--- src/hdl/ssdr_pkg.sv ---
package ssdr_pkg;

  localparam int NumSets    = 2048;
  localparam int NumWays    = 16;
  localparam int SigBits    = 6;
  localparam int LeaderSets = 32;
  localparam int SetW       = $clog2(NumSets);
  localparam int WayW       = $clog2(NumWays);
  localparam int SigCount   = 1 << SigBits;
  localparam int RowW       = 2 * NumWays;
  localparam int SigRowW    = SigBits * NumWays;

  localparam logic [1:0] RrpvMax = 2'd3;
  localparam logic [9:0] PselMax = 10'd1023;
  localparam logic [9:0] PselRst = 10'd512;
  localparam logic [1:0] StrRst  = 2'd2;

  localparam logic       CfgStream = 1'b0;
  localparam logic       CfgPsel   = 1'b1;

  localparam logic       ActFind   = 1'b0;
  localparam logic       ActUpdate = 1'b1;

  localparam int QDepth = 2;
  localparam int QCntW  = $clog2(QDepth) + 1;

  typedef struct packed {
    logic        action;
    logic [10:0] set_index;
    logic [3:0]  way_index;
    logic [15:0] addr_low;
    logic [5:0]  pc_signature;
    logic        was_hit;
    logic [4:0]  bip_draw;
  } in_word_t;

  typedef struct packed {
    logic [3:0] victim_way;
    logic       streaming_seen;
    logic [1:0] inserted_rrpv;
  } out_word_t;

  // classified command handed from front to back
  typedef struct packed {
    logic               action;
    logic [SetW-1:0]    set;
    logic [WayW-1:0]    way;
    logic [SigBits-1:0] sig;
    logic               was_hit;
    logic               streaming;
    logic               lip_leader;
    logic               bip_leader;
    logic               draw_zero;
  } cmd_t;

endpackage

--- src/hdl/ssdr_queue.sv ---
module ssdr_queue (
  input  logic           clk_i,
  input  logic           rst_ni,
  input  logic           push_i,
  input  ssdr_pkg::cmd_t cmd_i,
  output logic           full_o,
  input  logic           pop_i,
  output logic           empty_o,
  output ssdr_pkg::cmd_t cmd_o
);

  ssdr_pkg::cmd_t mem_q [ssdr_pkg::QDepth];
  logic [ssdr_pkg::QCntW-1:0] cnt_q;
  logic [$clog2(ssdr_pkg::QDepth)-1:0] wp_q, rp_q;

  assign full_o  = 32'(cnt_q) == ssdr_pkg::QDepth;
  assign empty_o = cnt_q == '0;
  assign cmd_o   = mem_q[rp_q];

  always_ff @(posedge clk_i) begin
    if (push_i) mem_q[wp_q] <= cmd_i;
  end

  always_ff @(posedge clk_i or negedge rst_ni) begin
    if (!rst_ni) begin
      cnt_q <= '0;
      wp_q  <= '0;
      rp_q  <= '0;
    end else begin
      if (push_i) wp_q <= wp_q + 1'b1;
      if (pop_i) rp_q <= rp_q + 1'b1;
      cnt_q <= cnt_q + ssdr_pkg::QCntW'(push_i) - ssdr_pkg::QCntW'(pop_i);
    end
  end

endmodule

--- config.mk ---
export PLATFORM = sky130hd
export DESIGN_NAME = ssdr_queue
export DESIGN_NICKNAME = d
export VERILOG_FILES = /design/src/hdl/ssdr_pkg.sv /design/src/hdl/ssdr_queue.sv
export SDC_FILE = /design/constraint.sdc
export NUM_CORES = 1
export LEC_CHECK = 0
export ABC_CLOCK_PERIOD_IN_PS = 1900
export BUFFER_PORTS_ARGS = -buffer_cell sky130_fd_sc_hd__buf_4
export CAP_MARGIN = 30
export CORE_UTILIZATION = 46
export DETAILED_ROUTE_END_ITERATION = 8
export PLACE_DENSITY_LB_ADDON = 0.05
export SLEW_MARGIN = 10
export SYNTH_ARGS = -nofsm -noshare
export SYNTH_HDL_FRONTEND = slang
export SYNTH_SLANG_ARGS = --single-unit
--- constraint.sdc ---
create_clock -name clk_i -period 1.9 [get_ports clk_i]
set_input_delay 0.57 -clock clk_i [delete_from_list [all_inputs] [get_ports clk_i]]
set_output_delay 0.57 -clock clk_i [all_outputs]
set_load 0.03 [all_outputs]
==> impl_metrics.csv, run 1 <==
group,metric,value,unit
sta,timing_worst_slew_pin_value,0.2170,ns
route,drtIter0Drc,60,
synthesis,yosys_most_used_dff,"sky130_fd_sc_hd__edfxtp_1",
place,dp_hpwl,2.475,mm
finish,design_area,3078,sq um
route,wl,3.685,mm
clocking,post_cts_resize_count,26,
grt,grt-ovfl-total,0,
clocking,clock_pin_slew_of_the_registers_on_the_worst_case_setup_and_hold_paths,0.06,ns
place,place.port_buffers,59,
synthesis,postSynthRegisterBits,58,
synthesis,synth_area_leader_cell,"sky130_fd_sc_hd__edfxtp_1",
floorplanning,die-width,71.86,microns
synthesis,synth-warning-count,0,
synthesis,synth_compound_area_share,0,%
clocking,tritoncts_num_sinks,58,
route,drtAntennaViolNets,0,
clocking,cts_setup_buffers,0,
power,static-leakage-power,1.256,nW
finish,count_of_antenna_diodes_in_the_layout,0,
sta,hold_viol,0,
clocking,worst_skew_pair.late_latency,0.33,ns
critical_path,r2r_setup_slk,0.69,ns
floorplanning,core-area,4723,sq um
grt,grt_antenna_before_repair,0,
sta,layout_worst_path_cycle_share,103.2,%
power,power.density,1618,nW/um^2
synthesis,synthesized_cell_area,2245,sq um
sta,finalMaxSlewViolations,0,
synthesis,synth_top_area_share,72.24,%
synthesis,ys_seq_area_share,76.70,%
synthesis,syn-instance-count,99,
critical_path,arrival,1.39,ns
synthesis,ys_async_sr_fraction,6.897,%
synthesis,synth_top_cells_by_area,"sky130_fd_sc_hd__edfxtp_1 (72%), sky130_fd_sc_hd__mux2_4 (13%), sky130_fd_sc_hd__dfrtp_1 (4.5%)",
floorplanning,pin_count,60,
route,vias_after_detailed_routing,1137,
outcome,outcome,"finished, violations left",
route,drtPass1Iterations,4,
grt,wire_length_of_the_first_global_routing_pass,5.775,mm
clocking,htreeDepth,3,
critical_path,r2r_start,"cnt_q[0]$_DFF_PN0_",
floorplanning,floorplan.die.height,71.86,microns
synthesis,synth_simple_gate_area_share,1.003,%
synthesis,synthXorXnorAreaFrac,1.839,%
place,dpl_cell_area,2780,sq um
route,post_route_drc_violation_count,0,
critical_path,timing.setup.critical_path_class,"flip-flop to primary output",
sta,setup_violations,27,
sta,maxSlewHeadroom,85.53,%
sta,setup_repair_after_global_routing_missed_its_margin,"true",
synthesis,synth_mux_area_share,16.72,%
synthesis,synth_top_family_by_area,"multiplexers",
sta,fin_ws,-0.06110,ns
finish,final_layout_size_suffix_gt1_share,60.23,%
route,detailed_route_wire_length_per_cell,15.16,microns
power,max_rail_drop_vdd,935.7,uV
floorplanning,initial_core_util,47.52,%
sta,final.setup_skew,0.004400,ns
sta,finalCriticalPeriod,1.961,ns
grt,grt_max_degree,16,
place,gp_routability_congestion,0.6341,
finish,finalCoreUtilization,65.17,%
clocking,clock-root-buffer,"sky130_fd_sc_hd__clkbuf_8",
clocking,clock_tree_from_tritoncts,"built",
synthesis,postSynthNetCount,132,
sta,timing.fmax,509.9,MHz
clocking,numCtsBuffers,9,
clocking,cts_max_path_buffers,2,
critical_path,capturing_element_type_of_the_critical_path,"primary output",
synthesis,synth.avg_cell_area,22.67,sq um
synthesis,synth_adder_area_share,1.115,%
hold_path,holdCritPathClass,"input port to async pin",
critical_path,crit_path_max_fanout,13,
floorplanning,num_rows,25,
finish,num-nets-final,205,
clocking,hold_buffers,0,
grt,grt_pass1_vias,1241,
floorplanning,floorplan.die_area,5163,sq um
synthesis,post_synth_num_cell_types,13,
synthesis,synth-edff-count,54,
synthesis,yosys-top-cells-count,"sky130_fd_sc_hd__edfxtp_1 (54), sky130_fd_sc_hd__mux2_4 (19), sky130_fd_sc_hd__mux2_2 (8)",
outcome,violations,"setup timing",
critical_path,cp-startpoint,"rp_q$_DFFE_PN0P_",
run,maxCapViolCount,0,
route,routed_via_density,4.679,
grt,grt.total_usage,16.27,%
finish,area_growth_syn_to_layout,37.12,%
synthesis,synth.most_common_cell,"sky130_fd_sc_hd__edfxtp_1",
critical_path,worst_ep_required_time,1.33,ns
critical_path,worst_setup_path_start_kind,"flip-flop",
## placed cells by master, fill, tap and decap left out, drive strengths merged
| cell type | Yosys | routed |
|---|---|---|
| buf | 3 | 65 |
| and2 | 1 | 1 |
| nor2 | 1 | 1 |
| clkbuf | 0 | 11 |
| inv | 2 | 2 |
| mux2 | 27 | 27 |
| ha | 2 | 2 |
| bufinv | 0 | 1 |
| nor2b | 2 | 2 |
| clkinv | 0 | 3 |
| dfrtp | 4 | 4 |
| xor2 | 2 | 2 |
| edfxtp | 54 | 54 |
| xor3 | 1 | 1 |
## power by group
part	total, mW	switching [mW]	internal (mW)	leakage, nW
clock network	1.03	0.439	0.590	0.0906
registers	1.81	0.0969	1.71	0.552
logic	2.15	1.08	1.07	0.613
## registers in the layout (all words and copies together) (netlist names)
name / cells
wp_q: 1
mem_q: 54
cnt_q: 2
rp_q: 1
## stage by stage
stage / hold WS [ns] / setup WS (ns) / TNS [ns] / power [mW] / std cells
2_1_floorplan: 0.2744 / 0.1811 / 0 / 3.197 / 99
3_3_place_gp: 0.3695 / 0.1925 / 0 / 3.709 / 228
3_5_place_dp: 0.3710 / 0.1595 / 0 / 3.762 / 228
4_1_cts: 0.01237 / -0.1487 / -2.606 / 4.995 / 243
5_1_grt: 0.007493 / -0.1149 / -2.504 / 5.202 / 243
6_report: 0.02744 / -0.06110 / -1.317 / 4.981 / 243
## kinds of logic (layout without fill, tap and decap cells)
| kind of cell | Yosys count | after routing |
|---|---|---|
| xor gates and xnor gates | 3 | 3 |
| adders and majority gates | 2 | 2 |
| buffers and inverters | 5 | 82 |
| DFF | 58 | 58 |
| muxes | 27 | 27 |
| and+or+nand+nor | 4 | 4 |
## worst paths after layout
kind | to | cells after the start
min in group clk_i | mem_q[0][14]$_DFFE_PP_ | 1
hold reg to reg | wp_q$_DFFE_PN0P_ | 1
hold / removal | wp_q$_DFFE_PN0P_ | 1
max in group asynchronous | rp_q$_DFFE_PN0P_ | 1
setup reg to reg | cnt_q[1]$_DFF_PN0_ | 5
setup / recovery | cmd_o[23] | 3
## critical path: stages (launching register included)
cell,delay (ns)
sky130_fd_sc_hd__dfrtp_2,0.41
sky130_fd_sc_hd__buf_12,0.16
sky130_fd_sc_hd__mux2_2,0.35
sky130_fd_sc_hd__buf_6,0.14
## area by class of cell
class	count	area [sq um]
multi-input cells	36	474.2
clock inverters	4	43.79
flip-flops and latches	58	1723
fillers	331	1645
inverters	2	7.507
well taps	67	83.83
repair buffers	65	614.3
clock buffers	11	131.4
## metal layers
| metal | global-route usage (%) | share of wire, % |
|---|---|---|
| met1 | 16.71 | 38 |
| met2 | 26.83 | 53 |
| met3 | 5.767 | 5.7 |
| met4 | 13.07 | 3.1 |
| met5 | 0 | 0 |
Note: power is estimated with default switching activity, not from simulation.
==> inputs of run 2 (changes only) <==
- ABC_CLOCK_PERIOD_IN_PS: 1900 -> 1780
- clock period: 1.9 -> 1.78 ns (I/O delays scaled with it)
==> impl_metrics.csv, run 2 (same netlist as run 1, synthesis figures left out) <==
group,metric,value,unit
sta,setup_repair_after_global_routing_missed_its_margin,"true",
finish,num-nets-final,206,
place,gp_routability_congestion,0.5955,
route,vias_after_detailed_routing,1106,
route,drtIter0Drc,42,
route,routed_via_density,4.514,
route,post_route_drc_violation_count,0,
sta,fin_ws,-0.1282,ns
power,net_switching,1.720,mW
sta,setup_violations,27,
power,max_rail_drop_vdd,934.5,uV
grt,grt.total_usage,15.32,%
route,wl,3.460,mm
outcome,violations,"setup timing",
finish,final_layout_size_suffix_gt1_share,60.67,%
sta,whs,0.3921,ns
grt,grt_antenna_before_repair,0,
run,maxCapViolCount,0,
floorplanning,floorplan.die_area,5163,sq um
finish,area_growth_syn_to_layout,38.91,%
clocking,numCtsBuffers,9,
power,power.density,1750,nW/um^2
sta,finalCriticalPeriod,1.908,ns
clocking,tritoncts_num_sinks,58,
grt,grt_pass1_vias,1200,
grt,grt-ovfl-total,0,
sta,maxSlewHeadroom,84.93,%
finish,final_common_cell,"sky130_fd_sc_hd__edfxtp_1",
place,place.port_buffers,59,
sta,hold_viol,0,
power,p_clk_share,23.1,%
place,dp_cells,228,
critical_path,capturing_element_type_of_the_critical_path,"primary output",
clocking,htreeDepth,3,
power,static-leakage-power,1.269,nW
route,drtPass1Iterations,4,
place,post_placement_worst_setup_slack,0.1377,ns
floorplanning,die-width,71.86,microns
sta,final.setup_skew,0.009742,ns
clocking,clock-root-buffer,"sky130_fd_sc_hd__clkbuf_8",
finish,top_regs,"mem_q x54, cnt_q x2",
sta,timing_worst_slew_pin_value,0.2261,ns
clocking,clock_tree_from_tritoncts,"built",
power,intPower,3.735,mW
finish,stdcell_count,245,
floorplanning,floorplan.die.height,71.86,microns
sta,timing.fmax,524.0,MHz
finish,largest_reg_flops,54,
hold_path,holdCritPathClass,"input port to flip-flop",
critical_path,worst_ep_required_time,1.25,ns
finish,count_of_antenna_diodes_in_the_layout,0,
critical_path,timing.setup.critical_path_class,"flip-flop to primary output",
floorplanning,pin_count,60,
place,dp_hpwl,2.323,mm
clocking,cts_setup_buffers,0,
clocking,worst_skew_pair.late_latency,0.32,ns
place,dpl_cell_area,2793,sq um
route,detailed_route_wire_length_per_cell,14.12,microns
finish,final_cell_mix,"sky130_fd_sc_hd__edfxtp_1 (54), sky130_fd_sc_hd__buf_4 (36), sky130_fd_sc_hd__buf_6 (27), sky130_fd_sc_hd__mux2_4 (20), sky130_fd_sc_hd__clkbuf_8 (9)",
outcome,outcome,"finished, violations left",
finish,design_area,3118,sq um
power,switching_share,31.53,%
power,sequentialPowerShare,35.2,%
clocking,cts_max_path_buffers,2,
sta,layout_worst_path_cycle_share,107.2,%
grt,grt_max_degree,17,
floorplanning,num_rows,25,
floorplanning,initial_core_util,47.52,%
finish,regMostFlops,"mem_q",
route,drtAntennaViolNets,0,
power,comb_power_share,41.7,%
critical_path,crit_path_max_fanout,13,
grt,wire_length_of_the_first_global_routing_pass,5.630,mm
clocking,clock_pin_slew_of_the_registers_on_the_worst_case_setup_and_hold_paths,0.07,ns
sta,finalMaxSlewViolations,0,
critical_path,worst_setup_path_start_kind,"flip-flop",
critical_path,arrival,1.37,ns
floorplanning,core-area,4723,sq um
-- run 2: changes by cell type in the layout (fill, tap and decap cells not counted), sizes merged --
| cell | previous run | this run |
|---|---|---|
| bufinv | 1 | 2 |
| clkbuf | 11 | 10 |
| clkinvlp | 0 | 1 |
| dlygate4sd3 | 0 | 1 |
-- run 2: worst paths after layout --
kind | from | depth (start not counted) | slack, ns | to
max | rp_q$_DFFE_PN0P_ | 3 | -0.13 | cmd_o[22]
min reg2reg | wp_q$_DFFE_PN0P_ | 1 | 0.52 | wp_q$_DFFE_PN0P_
min | cmd_i[14] | 1 | 0.39 | mem_q[0][14]$_DFFE_PP_
min in group asynchronous | rst_ni | 2 | 0.55 | cnt_q[0]$_DFF_PN0_
max in group asynchronous | rst_ni | 2 | 1.12 | rp_q$_DFFE_PN0P_
max reg2reg | cnt_q[0]$_DFF_PN0_ | 5 | 0.57 | cnt_q[1]$_DFF_PN0_
-- run 2: per-layer routing --
| layer | track usage, % | share of wire (%) | up-vias |
|---|---|---|---|
| met5 | 0 | 0 | - |
| met4 | 11.11 | 1.3 | 0 |
| met3 | 3.797 | 4.3 | 4 |
| met2 | 24.42 | 54 | 39 |
| met1 | 18.16 | 40 | 531 |
| li1 | - | - | 532 |
-- run 2: critical path, stage by stage, from the launching register on --
cell and delay [ns]:
sky130_fd_sc_hd__dfrtp_2 0.41, sky130_fd_sc_hd__buf_12 0.16, sky130_fd_sc_hd__mux2_2 0.35, sky130_fd_sc_hd__buf_6 0.14
-- run 2: cell type report --
cell class              count  area, sq um
clock buffers              10        127.6
inverters                   2        7.507
multi-input cells          36        470.5
well taps                  67        83.83
fillers                   334         1605
flip-flops and latches     58         1723
clock inverters             6        81.33
repair buffers             66        624.3
-- run 2: power by group through the flow --
stage / clock [mW] / combinational [mW] / sequential, mW
3_5_place_dp: 0 / 2.08 / 1.95
5_1_grt: 1.36 / 2.39 / 1.95
3_3_place_gp: 0 / 2.05 / 1.93
4_1_cts: 1.29 / 2.30 / 1.92
2_1_floorplan: 0 / 1.50 / 1.92
6_report: 1.26 / 2.27 / 1.92
-- run 2: repair_timing --
action                                 CTS  global route
hold buffers                             1             0
setup endpoints to repair               27            27
pin swaps                                0             0
resized for setup                       27             2
endpoints found under the hold margin    4             0
-- run 2: stage by stage --
stage | util [%] | TNS (ns) | total power, mW
detailed placement | 59.13 | 0 | 4.030
finish | 66.01 | -3.201 | 5.456
CTS | 65.91 | -4.743 | 5.513
global placement | 59.13 | 0 | 3.989
global route | 66.01 | -4.553 | 5.700
floorplan | - | 0 | 3.412
